**config.mk**
```make
export PLATFORM = sky130hd
export DESIGN_NAME = c2d_divider
export DESIGN_NICKNAME = d
export VERILOG_FILES = /design/src/rtl/c2d_pkg.sv /design/src/rtl/c2d_divider.sv
export SDC_FILE = /design/constraint.sdc
export NUM_CORES = 1
export LEC_CHECK = 0
export CAP_MARGIN = 10
export CORE_MARGIN = 4
export CORE_UTILIZATION = 50
export DETAILED_ROUTE_END_ITERATION = 7
export DONT_BUFFER_PORTS = 1
export GPL_ROUTABILITY_DRIVEN = 0
export GPL_TIMING_DRIVEN = 0
export PLACE_DENSITY = 0.72
export SETUP_SLACK_MARGIN = 0.5
export SYNTH_ARGS = -nofsm -noshare
export SYNTH_HDL_FRONTEND = slang
export SYNTH_SLANG_ARGS = --single-unit
```
**constraint.sdc**
```tcl
create_clock -name i_clk -period 2 [get_ports i_clk]
set_clock_uncertainty 0.05 [all_clocks]
set_input_delay 0.2 -clock i_clk [delete_from_list [all_inputs] [get_ports i_clk]]
set_output_delay 0.2 -clock i_clk [all_outputs]
set_load 0.01 [all_outputs]
```
**src/rtl/c2d_pkg.sv**
```systemverilog
// ----------------------------------------------------------------------------
// c2d_pkg
// Shared constants for the 2D convolution unit: widths, store depths,
// command codes and configuration register indexes.
// ----------------------------------------------------------------------------
package c2d_pkg;

    // Element and accumulator widths
    localparam int DATA_W = 16;
    localparam int ACC_W  = 48;

    // Store geometry
    localparam int FEAT_AW = 13;
    localparam int WGT_AW  = 11;
    localparam int BIAS_AW = 3;

    // Output size arithmetic: spans stay below 2**SIZE_W
    localparam int SIZE_W   = 7;
    localparam int STRIDE_W = 4;

    // Commands carried in tuser
    localparam logic [1:0] CMD_FEATURE = 2'd0;
    localparam logic [1:0] CMD_WEIGHT  = 2'd1;
    localparam logic [1:0] CMD_BIAS    = 2'd2;
    localparam logic [1:0] CMD_COMPUTE = 2'd3;

    // Configuration register indexes
    localparam logic [2:0] REG_IN_CH    = 3'd0;
    localparam logic [2:0] REG_IN_H     = 3'd1;
    localparam logic [2:0] REG_IN_W     = 3'd2;
    localparam logic [2:0] REG_OUT_CH   = 3'd3;
    localparam logic [2:0] REG_KER_W    = 3'd4;
    localparam logic [2:0] REG_KER_H    = 3'd5;
    localparam logic [2:0] REG_STRIDES  = 3'd6;
    localparam logic [2:0] REG_OPTIONS  = 3'd7;

endpackage

```
**src/rtl/c2d_divider.sv**
```systemverilog
// ----------------------------------------------------------------------------
// c2d_divider
// Restoring divider, one quotient bit per cycle. Used for the output map
// height and width.
// ----------------------------------------------------------------------------
module c2d_divider (
    input  logic                               i_clk,
    input  logic                               i_rst_n,
    input  logic                               i_start,
    input  logic [c2d_pkg::SIZE_W-1:0]         i_dividend,
    input  logic [c2d_pkg::STRIDE_W-1:0]       i_divisor,
    output logic                               o_done,
    output logic [c2d_pkg::SIZE_W-1:0]         o_quotient
);

    logic                              r_busy, n_busy;
    logic [2:0]                        r_cnt, n_cnt;
    logic [c2d_pkg::STRIDE_W:0]        r_rem, n_rem;
    logic [c2d_pkg::SIZE_W-1:0]        r_quo, n_quo;
    logic [c2d_pkg::STRIDE_W-1:0]      r_div;
    logic [c2d_pkg::STRIDE_W+1:0]      rem_sh;

    // Shift in the next dividend bit and trial-subtract
    assign rem_sh = {r_rem, r_quo[c2d_pkg::SIZE_W-1]};

    always_comb begin
        n_busy = r_busy;
        n_cnt  = r_cnt;
        n_rem  = r_rem;
        n_quo  = r_quo;
        if (i_start) begin
            n_busy = 1'b1;
            n_cnt  = 3'(c2d_pkg::SIZE_W);
            n_rem  = '0;
            n_quo  = i_dividend;
        end else if (r_busy) begin
            if (r_cnt == 3'd0) begin
                n_busy = 1'b0;
            end else begin
                n_cnt = r_cnt - 3'd1;
                if (rem_sh >= {2'b00, r_div}) begin
                    n_rem = (c2d_pkg::STRIDE_W+1)'(rem_sh - {2'b00, r_div});
                    n_quo = {r_quo[c2d_pkg::SIZE_W-2:0], 1'b1};
                end else begin
                    n_rem = rem_sh[c2d_pkg::STRIDE_W:0];
                    n_quo = {r_quo[c2d_pkg::SIZE_W-2:0], 1'b0};
                end
            end
        end
    end

    always_ff @(posedge i_clk) begin
        if (!i_rst_n) begin
            r_busy <= 1'b0;
            r_cnt  <= '0;
        end else begin
            r_busy <= n_busy;
            r_cnt  <= n_cnt;
        end
    end

    always_ff @(posedge i_clk) begin
        r_rem <= n_rem;
        r_quo <= n_quo;
        if (i_start) begin
            r_div <= i_divisor;
        end
    end

    assign o_done     = r_busy && (r_cnt == 3'd0);
    assign o_quotient = r_quo;

endmodule

```
; ---- Yosys cells after proc, flatten, opt, wreduce, memory -nomap -nowiden
; Index checks and enable logic that the tools add are counted.
[op_classes]
bitwise = 1
n_reduce_logical = 5
addsub = 2
magnitude_cmp = 1
eq_ne = 1
n_mux = 11
[ops]
columns = op, n
row1 = 7-bit two-way mux, 3
row2 = 3-bit two-way mux, 3
row3 = 6-bit by 4-bit greater-or-equal comparator with 1-bit output, 1
row4 = 5-bit two-way mux, 1
row5 = 5-bit by 4-bit subtractor with 5-bit output, 1
row6 = 1-bit two-way mux, 4
row7 = 2-bit AND reduction, 2
row8 = 3-bit logical NOT, 1
row9 = 3-bit by 1-bit subtractor with 3-bit output (second input constant), 1
row10 = 2-bit inequality test (second input constant), 1
row11 = 2-bit nonzero test, 1
row12 = 1-bit logical AND, 1
row13 = 1-bit inverter, 1
[totals]
output_inout_bits = 8
register_bits = 20

; ---- Depth between registers and ports, before layout
[depth]
depth_word = 5
mapped_depth = 8
ltp_nobuf = 8

; ---- Worst setup path after synthesis
; Ideal clock, no wire load.
[synth_path]
path_kind = reg2reg
start = register r_quo (netlist bit o_quotient[6])
end = register r_quo (netlist bit o_quotient[0]) (data pin)
arrival_time_ns = 1.722
n_path_buf = 0
path_slack_ns = -0.034
path_stages_with_launch = 9
setup_time_ns = 0.262
path_cell_list = edfxtp_1 > inv_1 > ha_1 > inv_1 > fa_1 > a21o_1 > a21oi_4 > and2_4 > mux2i_1
[synth_between]
elab_chain_cells = 5
[synth_rtl]
columns = item, line
row1 = "start, declared", c2d_divider.sv:19  ; logic [c2d_pkg::SIZE_W-1:0] r_quo, n_quo;
row2 = "start signal, assigned", c2d_divider.sv:64  ; r_quo <= n_quo;
row3 = 6-bit by 4-bit greater-or-equal comparator with 1-bit output, c2d_divider.sv:41  ; if (rem_sh >= {2'b00, r_div}) begin
row4 = 1-bit two-way mux, c2d_divider.sv:41
row5 = 7-bit two-way mux, c2d_divider.sv:37  ; if (r_cnt == 3'd0) begin
row6 = 7-bit two-way mux, c2d_divider.sv:36  ; end else if (r_busy) begin
row7 = 7-bit two-way mux, c2d_divider.sv:31  ; if (i_start) begin
row8 = "via n_quo, one bit", c2d_divider.sv:19
; The timed path passes the listed nets, and every way through them passes these cells. The select of a mux whose other input is x is not followed.
; A chain may end at the register's enable or synchronous reset.

; ---- Worst setup path in the final report
; Ends and elaborated chain as after synthesis.

==> report_table.html <==
<table>
<tr><th>Metric</th><th>Value</th></tr>
<tr><th colspan="2">Critical path</th></tr>
<tr><td>Worst Path Required</td><td>2.02 ns</td></tr>
<tr><td>Critical Path AT</td><td>2.10 ns</td></tr>
<tr><td>Critical Setup Path Class</td><td>flip-flop to flip-flop</td></tr>
<tr><td>First element of the critical path</td><td>o_quotient[6]</td></tr>
<tr><td>CP max FO</td><td>5</td></tr>
<tr><td>CP Capture Type</td><td>flip-flop</td></tr>
<tr><td>Critical R2R Launch</td><td>o_quotient[6]</td></tr>
<tr><td>Nature of the critical path startpoint</td><td>flip-flop</td></tr>
<tr><th colspan="2">GRT</th></tr>
<tr><td>Initial antenna violation count</td><td>0</td></tr>
<tr><td>Largest net degree at the start of global routing</td><td>13</td></tr>
<tr><td>Number of global-route vias before repair</td><td>746</td></tr>
<tr><td>Leftover overflow at the end of global routing</td><td>0</td></tr>
<tr><td>Overall Global Routing Usage</td><td>0.1634</td></tr>
<tr><td>Global-route wire length before repair</td><td>3.249 mm</td></tr>
<tr><th colspan="2">Min path</th></tr>
<tr><td>Worst hold path class</td><td>input pin to flip-flop</td></tr>
<tr><td>Startpoint of the tightest hold check path</td><td>i_start</td></tr>
<tr><th colspan="2">Run status</th></tr>
<tr><td>Violations in the final reports</td><td>setup timing</td></tr>
<tr><td>Status</td><td>complete, but fails checks</td></tr>
<tr><th colspan="2">STA</th></tr>
<tr><td>Minimum period implied by the final worst setup slack</td><td>2.077 ns</td></tr>
<tr><td>Slew Limit Fails</td><td>0</td></tr>
<tr><td>Worst slew margin relative to its limit</td><td>0.6052</td></tr>
<tr><td>Pin slew with the least headroom to its limit</td><td>0.5877 ns</td></tr>
<tr><td>Worst hold margin</td><td>0.03021 ns</td></tr>
<tr><td>Final critical-path share of the clock period</td><td>1.038</td></tr>
<tr><td>Unrepaired setup endpoints after global routing</td><td>true</td></tr>
<tr><td>Final setup vio count</td><td>3</td></tr>
<tr><td>Number of hold violations in the final report</td><td>0</td></tr>
<tr><td>Maximum clock frequency</td><td>481.5 MHz</td></tr>
<tr><td>Minimum setup slack in the final design</td><td>-0.07688 ns</td></tr>
<tr><th colspan="2">Final layout</th></tr>
<tr><td>Area growth syn-to-layout</td><td>21.17%</td></tr>
<tr><td>Final #Nets</td><td>127</td></tr>
<tr><td>Layout cell share with drive strength beyond 1</td><td>0.3048</td></tr>
<tr><td>Non-Filler Cell Area, Final</td><td>1275 um^2</td></tr>
<tr><td>Antenna Diode Count</td><td>0</td></tr>
<tr><td>Post-layout util</td><td>0.6433</td></tr>
<tr><th colspan="2">Routing</th></tr>
<tr><td>Total wire length</td><td>2.138 mm</td></tr>
<tr><td>Detailed-route vias per instance</td><td>5.417</td></tr>
<tr><td>Residual DRC</td><td>0</td></tr>
<tr><td>DR iter-0 viols</td><td>4</td></tr>
<tr><td>Post-route ant nets</td><td>0</td></tr>
<tr><td>Drt pass-1 iters</td><td>4</td></tr>
<tr><td>Via Count</td><td>715</td></tr>
<tr><td>Average detailed-routed wire length per instance</td><td>16.20 um</td></tr>
<tr><th colspan="2">Clock network</th></tr>
<tr><td>Number of buffers inserted during clock tree synthesis</td><td>3</td></tr>
<tr><td>TritonCTS clock tree</td><td>done</td></tr>
<tr><td>Clock H-tree levels</td><td>1</td></tr>
<tr><td>Buffer type at the clock tree root</td><td>sky130_fd_sc_hd__clkbuf_4</td></tr>
<tr><td>Bufs on Longest Clock Path</td><td>2</td></tr>
<tr><td>Clock latency on the worst-skew pair</td><td>0.31 ns</td></tr>
<tr><td># clock sinks</td><td>20</td></tr>
<tr><td>Clock transition time at the flip-flop clock pins of the worst setup and hold paths</td><td>0.12 ns</td></tr>
<tr><th colspan="2">Place</th></tr>
<tr><td>IO Port Bufs</td><td>0</td></tr>
<tr><td>Half-perimeter wire length after detailed placement</td><td>1.403 mm</td></tr>
<tr><td>Placed Instance Area</td><td>1089 um^2</td></tr>
<tr><td>Worst setup slack before clock tree synthesis</td><td>-0.1559 ns</td></tr>
<tr><th colspan="2">Synthesis</th></tr>
<tr><td>Total of flip-flops plus latches after synthesis</td><td>20</td></tr>
<tr><td>Netlist area before placement</td><td>1052 um^2</td></tr>
<tr><td>Synth Area per Inst</td><td>11.56 um^2</td></tr>
<tr><td>Number of distinct library cell variants in the gate-level netlist after synthesis</td><td>33</td></tr>
<tr><td>Post-synthesis sequential area ratio</td><td>0.4851</td></tr>
<tr><td>Gate count of the mapped netlist</td><td>91</td></tr>
<tr><td>Synthesis warning total</td><td>0</td></tr>
<tr><td>Syn_nets</td><td>112</td></tr>
<tr><th colspan="2">Die</th></tr>
<tr><td>Die height</td><td>53.88 um</td></tr>
<tr><td>Initial core utilization</td><td>0.5309</td></tr>
<tr><td>Die Footprint</td><td>2903 um^2</td></tr>
<tr><td>Standard cell core area</td><td>1982 um^2</td></tr>
<tr><td>Count of boundary I/O pins</td><td>22</td></tr>
<tr><td>Die span in x</td><td>53.88 um</td></tr>
<tr><td>Number of core rows</td><td>16</td></tr>
<tr><th colspan="2">Power</th></tr>
<tr><td>Leakage component of the power</td><td>0.4982 nW</td></tr>
<tr><td>Switching component of the power</td><td>0.3066 mW</td></tr>
<tr><td>P_int</td><td>0.8157 mW</td></tr>
<tr><td>Power per unit of standard cell area</td><td>880.3 nW/um^2</td></tr>
<tr><td>Comb pwr share</td><td>0.239</td></tr>
<tr><td>Worst-case vdd ir drop</td><td>484.0 uV</td></tr>
<tr><td>Switching power as a share of total power</td><td>0.2732</td></tr>
<tr><td>Post-layout total power</td><td>1.122 mW</td></tr>
<tr><td>Proportion of power drawn by the clock network</td><td>0.297</td></tr>
<tr><td>Part of the power in registers</td><td>0.464</td></tr>
<tr><th colspan="2">Run</th></tr>
<tr><td>Max cap viols</td><td>0</td></tr>
</table>
cell usage after synthesis:
cell type	n	area, um^2
sky130_fd_sc_hd__nor2_1	3	11.26
sky130_fd_sc_hd__buf_2	1	5.000
sky130_fd_sc_hd__dfxtp_1	9	180.2
sky130_fd_sc_hd__nor2b_1	3	18.77
sky130_fd_sc_hd__fa_1	1	20.02
sky130_fd_sc_hd__o31ai_2	1	12.51
sky130_fd_sc_hd__a21oi_4	1	16.27
sky130_fd_sc_hd__nor3_1	3	15.01
sky130_fd_sc_hd__a21o_1	1	7.510
sky130_fd_sc_hd__o311ai_2	1	16.27
sky130_fd_sc_hd__a32oi_1	1	8.760
sky130_fd_sc_hd__and2_4	1	8.760
sky130_fd_sc_hd__a211oi_2	1	12.51
sky130_fd_sc_hd__o211ai_1	2	15.01
sky130_fd_sc_hd__mux2_2	6	67.56
sky130_fd_sc_hd__nand3b_1	1	7.510
sky130_fd_sc_hd__o21a_1	1	7.510
sky130_fd_sc_hd__nor3b_4	1	18.77
sky130_fd_sc_hd__xnor2_1	2	17.52
sky130_fd_sc_hd__nor4b_1	1	8.760
sky130_fd_sc_hd__edfxtp_1	11	330.3
sky130_fd_sc_hd__a21oi_1	3	15.01
sky130_fd_sc_hd__ha_1	6	75.07
sky130_fd_sc_hd__o31a_1	1	8.760
sky130_fd_sc_hd__nand4_1	4	25.02
sky130_fd_sc_hd__inv_1	11	41.29
sky130_fd_sc_hd__nand2b_1	1	6.260
sky130_fd_sc_hd__nand2_1	7	26.28
sky130_fd_sc_hd__a211oi_1	1	7.510
sky130_fd_sc_hd__nor2_2	1	6.260
sky130_fd_sc_hd__mux2i_1	2	20.02
sky130_fd_sc_hd__or3_1	1	6.260
sky130_fd_sc_hd__xor2_1	1	8.760
repair_timing:
action,4_1_cts,5_1_grt
endpoints found under the setup margin,14,16
pin swaps,2,4
hold buffers,6,0
gates resized for setup,3,10
endpoints found under the hold margin,12,0
gates cloned,0,0
buffers inserted,3,1
layout make-up:
| class | count | area (um^2) |
|---|---|---|
| sequential | 20 | 510.5 |
| tap | 27 | 33.78 |
| inverter | 11 | 41.29 |
| clock buffer | 3 | 22.52 |
| buffer | 1 | 5.005 |
| multi-input combinational | 59 | 538.0 |
| timing repair buffer | 10 | 93.84 |
| clock inverter | 1 | 30.03 |
| fill | 164 | 706.9 |
power groups by stage:
stage          sequential (mW)  clock (mW)  combinational (mW)
3_5_place_dp             0.528           0               0.203
5_1_grt                  0.527       0.354               0.295
4_1_cts                  0.520       0.334               0.235
2_1_floorplan            0.520           0               0.169
6_report                 0.521       0.333               0.268
3_3_place_gp             0.527           0               0.195
cell usage in the layout (no fill, tap or decap), types with 2 or more instances in the layout:
cell,Yosys,final
sky130_fd_sc_hd__mux2_2,6,6
sky130_fd_sc_hd__dfxtp_1,9,9
sky130_fd_sc_hd__edfxtp_1,11,11
sky130_fd_sc_hd__o211ai_1,2,2
sky130_fd_sc_hd__ha_1,6,4
sky130_fd_sc_hd__inv_1,11,8
sky130_fd_sc_hd__inv_2,0,3
sky130_fd_sc_hd__mux2i_1,2,2
sky130_fd_sc_hd__clkbuf_4,0,3
sky130_fd_sc_hd__nor2b_1,3,2
sky130_fd_sc_hd__dlygate4sd3_1,0,6
sky130_fd_sc_hd__a21oi_1,3,2
sky130_fd_sc_hd__nor2_1,3,2
sky130_fd_sc_hd__xnor2_1,2,2
sky130_fd_sc_hd__buf_4,0,3
sky130_fd_sc_hd__nand4_1,4,4
sky130_fd_sc_hd__nand2_1,7,7
sky130_fd_sc_hd__ha_2,0,2
sky130_fd_sc_hd__nor3_1,3,3
cells by family after synthesis:
family                   Yosys count  share of synthesized area
adder cells (fa/ha/maj)            7                    0.09037
multiplexers                       8                    0.08323
XOR/XNOR                           3                    0.02497
AO/OA/AOI/OAI                     14                     0.1213
buffers and inverters             12                    0.04399
AND/OR/NAND/NOR                   27                     0.1510
flip-flops                        20                     0.4851
critical path: stages, from the launching register on:
cell and delay (ns):
sky130_fd_sc_hd__edfxtp_1 0.49, sky130_fd_sc_hd__inv_1 0.10, sky130_fd_sc_hd__ha_2 0.18, sky130_fd_sc_hd__inv_2 0.04
sky130_fd_sc_hd__fa_2 0.34, sky130_fd_sc_hd__a21o_1 0.20, sky130_fd_sc_hd__a21oi_4 0.16, sky130_fd_sc_hd__and2_4 0.21
sky130_fd_sc_hd__mux2i_1 0.07
through the flow:
stage / std cells / TNS, ns
after floorplan: 91 / 0
after global placement: 118 / -0.09551
after detailed placement: 118 / -0.4102
after CTS: 131 / -0.1717
after global routing: 132 / -0.5516
final: 132 / -0.1214
routing by layer:
| metal | global-route usage | share of wire |
|---|---|---|
| met1 | 0.1707 | 0.40 |
| met2 | 0.2883 | 0.54 |
| met3 | 0.05540 | 0.043 |
| met4 | 0.08085 | 0.020 |
| met5 | 0 | 0 |
flip-flops by register name, indices dropped and copies added, names as in the netlist:
signal      cells
r_div           4
r_busy          1
r_cnt           3
o_quotient      7
r_rem           5
path summary, 6_finish.rpt:
check | slack [ns] | cells after the start | end
worst max-delay path | -0.08 | 8 | o_quotient[0]
worst min-delay path | 0.03 | 2 | r_busy
worst max register to register | -0.08 | 8 | o_quotient[0]
worst min register to register | 0.50 | 2 | r_rem[2]
Power figures use the tool's default switching activity.
